**src/rtl/edi_pkg.sv**
```systemverilog
// ----------------------------------------------------------------------------
// Euclidean distance package
// Widths and constants shared by the distance block and its checker.
// ----------------------------------------------------------------------------
`default_nettype none

package edi_pkg;

    localparam int COORD_W = 16;
    localparam int DIFF_W  = COORD_W + 1;
    localparam int MAG_W   = COORD_W;
    localparam int SQ_W    = 2 * MAG_W;
    localparam int SUM_W   = SQ_W + 1;
    localparam int ROOT_W  = (SUM_W + 1) / 2;
    localparam int RAD_W   = 2 * ROOT_W;
    localparam int REM_W   = ROOT_W + 3;
    localparam int DIST_W  = 15;

    localparam logic [DIST_W-1:0] DIST_MAX = {DIST_W{1'b1}};

    // Front stages (difference, magnitude, square, sum), root stages, output.
    localparam int PIPE_DEPTH = 4 + ROOT_W + 1;

endpackage

`default_nettype wire

```
**src/rtl/euclidean_distance_isqrt.sv**
```systemverilog
// ----------------------------------------------------------------------------
// Euclidean distance with integer square root
// Floor of the distance between two signed 16-bit points, saturated to 15 bits.
// ----------------------------------------------------------------------------
// An input word holds two points. It is taken at a rising edge where start is
// high and busy is low; busy is always low, so a new word can enter in every
// cycle. The result word appears on o_distance and o_saturated for exactly one
// cycle, marked by o_done, which is registered like the result.
// The pipeline forms the coordinate differences, their magnitudes, the squares
// and their 33-bit sum in four stages. The floor root follows in 17 stages,
// one result bit per stage, and a last stage clamps the root to 32767.
// Throughput is one word per cycle; the root stages set the depth.
// A synchronous reset clears every valid bit, so words in flight are dropped
// and no result appears until new words arrive. The receiver has no way to
// stall the block and must take each result in the cycle it is shown.
// ----------------------------------------------------------------------------
`default_nettype none

module euclidean_distance_isqrt (
    input  wire logic                        i_clk,
    input  wire logic                        i_rst_n,
    input  wire logic                        start,
    output logic                             busy,
    input  wire logic [edi_pkg::COORD_W-1:0] i_first_x,
    input  wire logic [edi_pkg::COORD_W-1:0] i_first_y,
    input  wire logic [edi_pkg::COORD_W-1:0] i_second_x,
    input  wire logic [edi_pkg::COORD_W-1:0] i_second_y,
    output logic                             o_done,
    output logic [edi_pkg::DIST_W-1:0]       o_distance,
    output logic                             o_saturated
);

    logic                          r_dif_vld;
    logic [edi_pkg::DIFF_W-1:0]    r_dx;
    logic [edi_pkg::DIFF_W-1:0]    r_dy;
    logic [edi_pkg::DIFF_W-1:0]    n_dx;
    logic [edi_pkg::DIFF_W-1:0]    n_dy;

    logic                          r_mag_vld;
    logic [edi_pkg::MAG_W-1:0]     r_ax;
    logic [edi_pkg::MAG_W-1:0]     r_ay;
    logic [edi_pkg::MAG_W-1:0]     n_negx;
    logic [edi_pkg::MAG_W-1:0]     n_negy;
    logic [edi_pkg::MAG_W-1:0]     n_ax;
    logic [edi_pkg::MAG_W-1:0]     n_ay;

    logic                          r_sq_vld;
    logic [edi_pkg::SQ_W-1:0]      r_sqx;
    logic [edi_pkg::SQ_W-1:0]      r_sqy;

    logic                          r_vld [0:edi_pkg::ROOT_W];
    logic [edi_pkg::REM_W-1:0]     r_rem [0:edi_pkg::ROOT_W];
    logic [edi_pkg::ROOT_W-1:0]    r_q   [0:edi_pkg::ROOT_W];
    logic [edi_pkg::RAD_W-1:0]     r_rad [0:edi_pkg::ROOT_W];

    logic                          r_done;
    logic [edi_pkg::DIST_W-1:0]    r_distance;
    logic                          r_saturated;
    logic                          n_sat;

    assign busy = 1'b0;

    always_comb begin
        n_dx   = {i_second_x[edi_pkg::COORD_W-1], i_second_x}
               - {i_first_x[edi_pkg::COORD_W-1], i_first_x};
        n_dy   = {i_second_y[edi_pkg::COORD_W-1], i_second_y}
               - {i_first_y[edi_pkg::COORD_W-1], i_first_y};
        n_negx = {edi_pkg::MAG_W{1'b0}} - r_dx[edi_pkg::MAG_W-1:0];
        n_negy = {edi_pkg::MAG_W{1'b0}} - r_dy[edi_pkg::MAG_W-1:0];
        n_ax   = r_dx[edi_pkg::DIFF_W-1] ? n_negx
                                         : r_dx[edi_pkg::MAG_W-1:0];
        n_ay   = r_dy[edi_pkg::DIFF_W-1] ? n_negy
                                         : r_dy[edi_pkg::MAG_W-1:0];
        n_sat  = |r_q[edi_pkg::ROOT_W][edi_pkg::ROOT_W-1:edi_pkg::DIST_W];
    end

    always_ff @(posedge i_clk) begin
        if (!i_rst_n) begin
            r_dif_vld <= 1'b0;
            r_mag_vld <= 1'b0;
            r_sq_vld  <= 1'b0;
            r_vld[0]  <= 1'b0;
            r_done    <= 1'b0;
        end else begin
            r_dif_vld <= start;
            r_mag_vld <= r_dif_vld;
            r_sq_vld  <= r_mag_vld;
            r_vld[0]  <= r_sq_vld;
            r_done    <= r_vld[edi_pkg::ROOT_W];
        end
    end

    always_ff @(posedge i_clk) begin
        r_dx        <= n_dx;
        r_dy        <= n_dy;
        r_ax        <= n_ax;
        r_ay        <= n_ay;
        r_sqx       <= r_ax * r_ax;
        r_sqy       <= r_ay * r_ay;
        r_rem[0]    <= {edi_pkg::REM_W{1'b0}};
        r_q[0]      <= {edi_pkg::ROOT_W{1'b0}};
        r_rad[0]    <= edi_pkg::RAD_W'({1'b0, r_sqx} + {1'b0, r_sqy});
        r_saturated <= n_sat;
        r_distance  <= n_sat ? edi_pkg::DIST_MAX
                             : r_q[edi_pkg::ROOT_W][edi_pkg::DIST_W-1:0];
    end

    for (genvar k = 0; k < edi_pkg::ROOT_W; k++) begin : g_root
        logic [edi_pkg::REM_W-1:0]  n_shift;
        logic [edi_pkg::REM_W-1:0]  n_trial;
        logic [edi_pkg::REM_W-1:0]  n_rem;
        logic [edi_pkg::ROOT_W-1:0] n_q;

        always_comb begin
            n_shift = {r_rem[k][edi_pkg::REM_W-3:0],
                       r_rad[k][edi_pkg::RAD_W-1 -: 2]};
            n_trial = {1'b0, r_q[k], 2'b01};
            if (n_shift >= n_trial) begin
                n_rem = n_shift - n_trial;
                n_q   = {r_q[k][edi_pkg::ROOT_W-2:0], 1'b1};
            end else begin
                n_rem = n_shift;
                n_q   = {r_q[k][edi_pkg::ROOT_W-2:0], 1'b0};
            end
        end

        always_ff @(posedge i_clk) begin
            if (!i_rst_n) begin
                r_vld[k+1] <= 1'b0;
            end else begin
                r_vld[k+1] <= r_vld[k];
            end
        end

        always_ff @(posedge i_clk) begin
            r_rem[k+1] <= n_rem;
            r_q[k+1]   <= n_q;
            r_rad[k+1] <= {r_rad[k][edi_pkg::RAD_W-3:0], 2'b00};
        end
    end

    assign o_done      = r_done;
    assign o_distance  = r_distance;
    assign o_saturated = r_saturated;

endmodule

`default_nettype wire

```
**config.mk**
```make
export PLATFORM = sky130hd
export DESIGN_NAME = euclidean_distance_isqrt
export DESIGN_NICKNAME = d
export VERILOG_FILES = /design/src/rtl/edi_pkg.sv /design/src/rtl/euclidean_distance_isqrt.sv
export SDC_FILE = /design/constraint.sdc
export NUM_CORES = 2
export LEC_CHECK = 0
export BUFFER_PORTS_ARGS = -buffer_cell sky130_fd_sc_hd__buf_2
export CAP_MARGIN = 20
export CELL_PAD_IN_SITES_DETAIL_PLACEMENT = 1
export CELL_PAD_IN_SITES_GLOBAL_PLACEMENT = 1
export CORE_UTILIZATION = 50
export DETAILED_ROUTE_END_ITERATION = 6
export MAX_ROUTING_LAYER = met4
export PLACE_DENSITY_LB_ADDON = 0.1
export SLEW_MARGIN = 20
export SYNTH_ARGS = -nofsm -noshare
export SYNTH_HDL_FRONTEND = slang
export SYNTH_SLANG_ARGS = --single-unit
export TNS_END_PERCENT = 50
```
**constraint.sdc**
```tcl
create_clock -name i_clk -period 7.4 [get_ports i_clk]
set_clock_uncertainty 0.1 [all_clocks]
set_input_delay 1.48 -clock i_clk [delete_from_list [all_inputs] [get_ports i_clk]]
set_output_delay 1.48 -clock i_clk [all_outputs]
set_load 0.02 [all_outputs]
```
# Word-level counts from Yosys, hierarchy flattened
# Memories as Yosys holds them, arrays and structs flattened. A register that Yosys moved wholly into a read port is not among the register bits.
# Cells that the tools add are included.
# word_totals
elab_cells	132
mem_bits_rw	1296
mem_count	4
ff_bits	149
# op_classes
addsub	22
reduce_logical	2
multipliers	2
n_mux	56
n_lt_le_gt_ge	17
bitwise_logic	18
# mem_list
name	words	word_bits	read_ports	rd_clocked_by_memory_dff	wr	line_no	source
r_rad	18	34	17	0	18	euclidean_distance_isqrt.sv:54	logic [edi_pkg::RAD_W-1:0] r_rad [0:edi_pkg::ROOT_W];
r_rem	18	20	17	0	18	euclidean_distance_isqrt.sv:52	logic [edi_pkg::REM_W-1:0] r_rem [0:edi_pkg::ROOT_W];
r_q	18	17	18	0	18	euclidean_distance_isqrt.sv:53	logic [edi_pkg::ROOT_W-1:0] r_q [0:edi_pkg::ROOT_W];
r_vld	18	1	18	1	18	euclidean_distance_isqrt.sv:51	logic r_vld [0:edi_pkg::ROOT_W];
# op_table
op	count
20-bit by 19-bit greater-or-equal comparator with 1-bit output	17
20-bit 2-to-1 mux	17
20-bit by 19-bit subtractor with 20-bit output	17
16-bit by 16-bit multiplier with 32-bit output	2
1-bit 2-to-1 mux	37
16-bit by 16-bit subtractor with 17-bit output	2
32-bit by 32-bit adder with 33-bit output	1
16-bit 2-to-1 mux	2
1-bit by 16-bit subtractor with 16-bit output (first input constant)	2
1-bit bitwise OR	18
2-bit OR reduction	1
1-bit zero test	1

# Depth between registers and ports, before layout
# An unclocked memory read counts as a cell.
# depth
word_depth	3
ltp_mapped	24
depth_no_buf	23

# Worst setup path after synthesis
# OpenSTA, ideal clock, no wires.
# synth_timing
kind	flip-flop to flip-flop
start	register r_ax[1] (netlist name)
end	register r_sqx[28] (netlist name)
path_buffers	2
required_ps	7180
path_stages_with_launch	25
arrival_time_ps	5892
setup_slack_ps	1288
setup_ps	120
period_less_slack_ps	6112
cell_sequence	dfxtp_1 clkbuf_1 clkbuf_1 and2_1 fa_1 inv_1 fa_1 inv_1 fa_1 inv_1 fa_1 inv_1 fa_1 inv_1 fa_1 inv_1 ha_1 a21o_1 a221oi_1 o21ai_0 a21oi_1 o21ai_1 a311oi_1 o21ai_0 xnor2_1
# synth_via
elab_chain_cells	1
# synth_rtl
element	line_no	source
from (decl)	euclidean_distance_isqrt.sv:40	logic [edi_pkg::MAG_W-1:0] r_ax;
from (signal assigned)	euclidean_distance_isqrt.sv:96	r_ax <= n_ax;
16-bit by 16-bit multiplier with 32-bit output	euclidean_distance_isqrt.sv:98	r_sqx <= r_ax * r_ax;
to (signal assigned)	euclidean_distance_isqrt.sv:98	
to (decl)	euclidean_distance_isqrt.sv:48	logic [edi_pkg::SQ_W-1:0] r_sqx;
# Every way passes these cells.
# A chain may end at the register's enable or synchronous reset.

# Worst setup path in the final report
# layout_timing
start	register r_ax[2] (netlist name)
end	register r_sqx[28] (netlist name)
# Same word-level chain as after synthesis.

==> out/results.ini <==
[critical_path]
worst_path_most_repeated_cell=inv_1
r2r-end=r_sqx[28]
path_delay_family=adder cells
r2r_cells=23
crit_path_cell_trace=nand2_1, inv_1, fa_1, inv_1, fa_1, inv_1, fa_1, inv_1, fa_1, inv_1, fa_1, inv_1, fa_1, inv_1, ha_1, a21o_1, a221oi_1, o21ai_0, a21oi_1, o21ai_1, a311oi_1, o21ai_0, xnor2_1
arrival_ps=7190
rrSetupSlack_ps=660
crit_cells=23
cp-start-kind=flop
slowest_delay_ps=530
startpoint=r_ax[2]
crit_required_ps=7850
end_kind=flop
crit_fanout=17
crit_type=flop to flop
crit_end=r_sqx[28]
reg2reg_from=r_ax[2]
path_buf_inv=7
critPathSlowestCell=fa_1

[cells_and_area]
stdcell_area_sq_mm=0.0516
final_nets=5653
fillers=10193
final_common_cell=dfxtp_1
drive_gt1_share_pct=6.68
flow.area_growth_from_synthesis_pct=11.0
diodes=0
mostFrequentLayoutCells=dfxtp_1 (888), inv_1 (748), ha_1 (428)

[synth]
yosysSeqAreaShare_pct=38.3
yosysWarnings=0
yosys.area.top_type_share_pct=38.3
syn_inst=4725
synth_area_per_cell_sq_um=9.84
synth_area_sq_mm=0.0465
synthTopCellsByArea=dfxtp_1 (38%), fa_1 (14%), ha_1 (12%)
yosys_register_bits=888
synth_top_area_cell=dfxtp_1
ys.flop_type=dfxtp_1
async_flop_share_pct=0
yosysUniqueCellTypes=86
synth_edf_count=0

[clock_network]
htreeDepth=3
postCtsHoldBufs=0
clock-sinks=888
clk_pin_slew_ps=60
cts_root_buf=clkbuf_16
cts_buffer_depth=3
clk_latency_ps=670
tritoncts=built
post_cts_resized=0
cts_setup_buffers=0
cts_buffers=92

[sta]
fmax_mhz=148
fin_ws_ps=664
hold-worst-slack_ps=200
slew_viol_final=0
tns_ps=0
max-slew-margin-rel_pct=32.0
period_share_pct=91.0
finalCriticalPeriod_ps=6740
rsz0062_at_grt=no
tightest_slew_ps=1020
setup_violations=0
hold_viol=0

[run_status]
status=complete, no violations

[global_routing]
grt_use_total_pct=23.3
antenna_found_initial=0
grt_pass1_vias=34744
grt_max_degree=31
grt-ovfl-total=0
grt_pass1_wl_microns=173000

[placed_design]
globalplace.congestion=0.854
dp_hpwl_microns=81600
place_ws_ps=665
numPortBuffers=83
placed_area_sq_mm=0.0482

[die]
initial_utilization_pct=50.6
core_area_sq_mm=0.0918
die_h_microns=307
die_x_microns=307
ios=85
rows=111
dieArea_sq_mm=0.0942

[detailed_routing]
drtIter0Drc=1088
wl_microns=104000
via_count=31708
wl_per_cell_microns=16.9
route.detailed.drc=0
drtPass1Iterations=4
via_per_inst=5.15
drtAntennaViolNets=0

[worst_hold_path]
holdCritPathClass=flop to flop

[flow_run]
cap_violations=0

[cell families after synthesis]
family          share of synthesized area, %
buf+inv                                 6.81
fa+ha+maj                               25.6
mux                                    0.757
flops                                   38.3
compound gates                          9.89
simple gates                            12.3
xor+xnor                                6.45
other cells                          0.00807
[layer usage]
layer  global-route usage (%)  up-vias  wire length [microns]
li1                         -    15614                      -
met1                     25.8    15556                  42700
met2                     43.1      338                  55200
met3                     2.34      200                   2320
met4                     8.64        0                   3650
met5                        -        -                      0
[synthesized netlist by cell type, types with 29 or more instances]
cell and instances:
a211oi_1 29, a21o_1 81, a21oi_1 191, and2_1 122, clkbuf_1 82, dfxtp_1 888
fa_1 326, ha_1 428, inv_1 748, nand2_1 371, nand2b_1 41, nand3_1 57
nand4_1 39, nor2_1 213, nor2b_1 52, nor3_1 64, nor4_1 31, o21a_1 43
o21ai_0 184, o31ai_1 30, or3_1 44, xnor2_1 224, xor2_1 118
[final cells by class]
type                            instances  area, sq um  share of cell area [%]
Timing Repair Buffer                  100          543                    1.05
Sequential cell                       888        17800                    34.4
Clock inverter                         46          761                    1.47
Tap cell                             1243         1560                    3.01
Multi-Input combinational cell       2999        25600                    49.5
Clock buffer                          126         2590                    5.02
Inverter                              751         2820                    5.46
[metrics by stage]
step,instances,utilization (%)
2_1_floorplan,4728,-
3_3_place_gp,5981,52.6
3_5_place_dp,5981,52.6
4_1_cts,6153,56.2
5_1_grt,6153,56.2
6_report,6153,56.2
[sequential cells by signal, summed over array words and instances (netlist names), 15 cells and up]
name        count
o_distance     15
r_ax           16
r_ay           16
r_dx           17
r_dy           17
r_q           153
r_rad         305
r_rem         264
r_sqx          31
r_sqy          31
r_vld          18
[how the worst min path moves through the flow]
stage	from	to	cells after the start
6_report	r_rad[1][11]	r_rad[2][13]	0
5_1_grt	r_rad[1][11]	r_rad[2][13]	0
4_1_cts	r_rad[1][12]	r_rad[2][14]	0
3_5_place_dp	r_rad[0][1]	r_rad[1][3]	0
3_3_place_gp	r_rad[0][20]	r_rad[1][22]	0
2_1_floorplan	r_rad[0][32]	r_q[1][0]	0
Power is left out: the tool's default activity adds up to more than one toggle a clock period on the data nets, which glitch-free logic cannot reach.
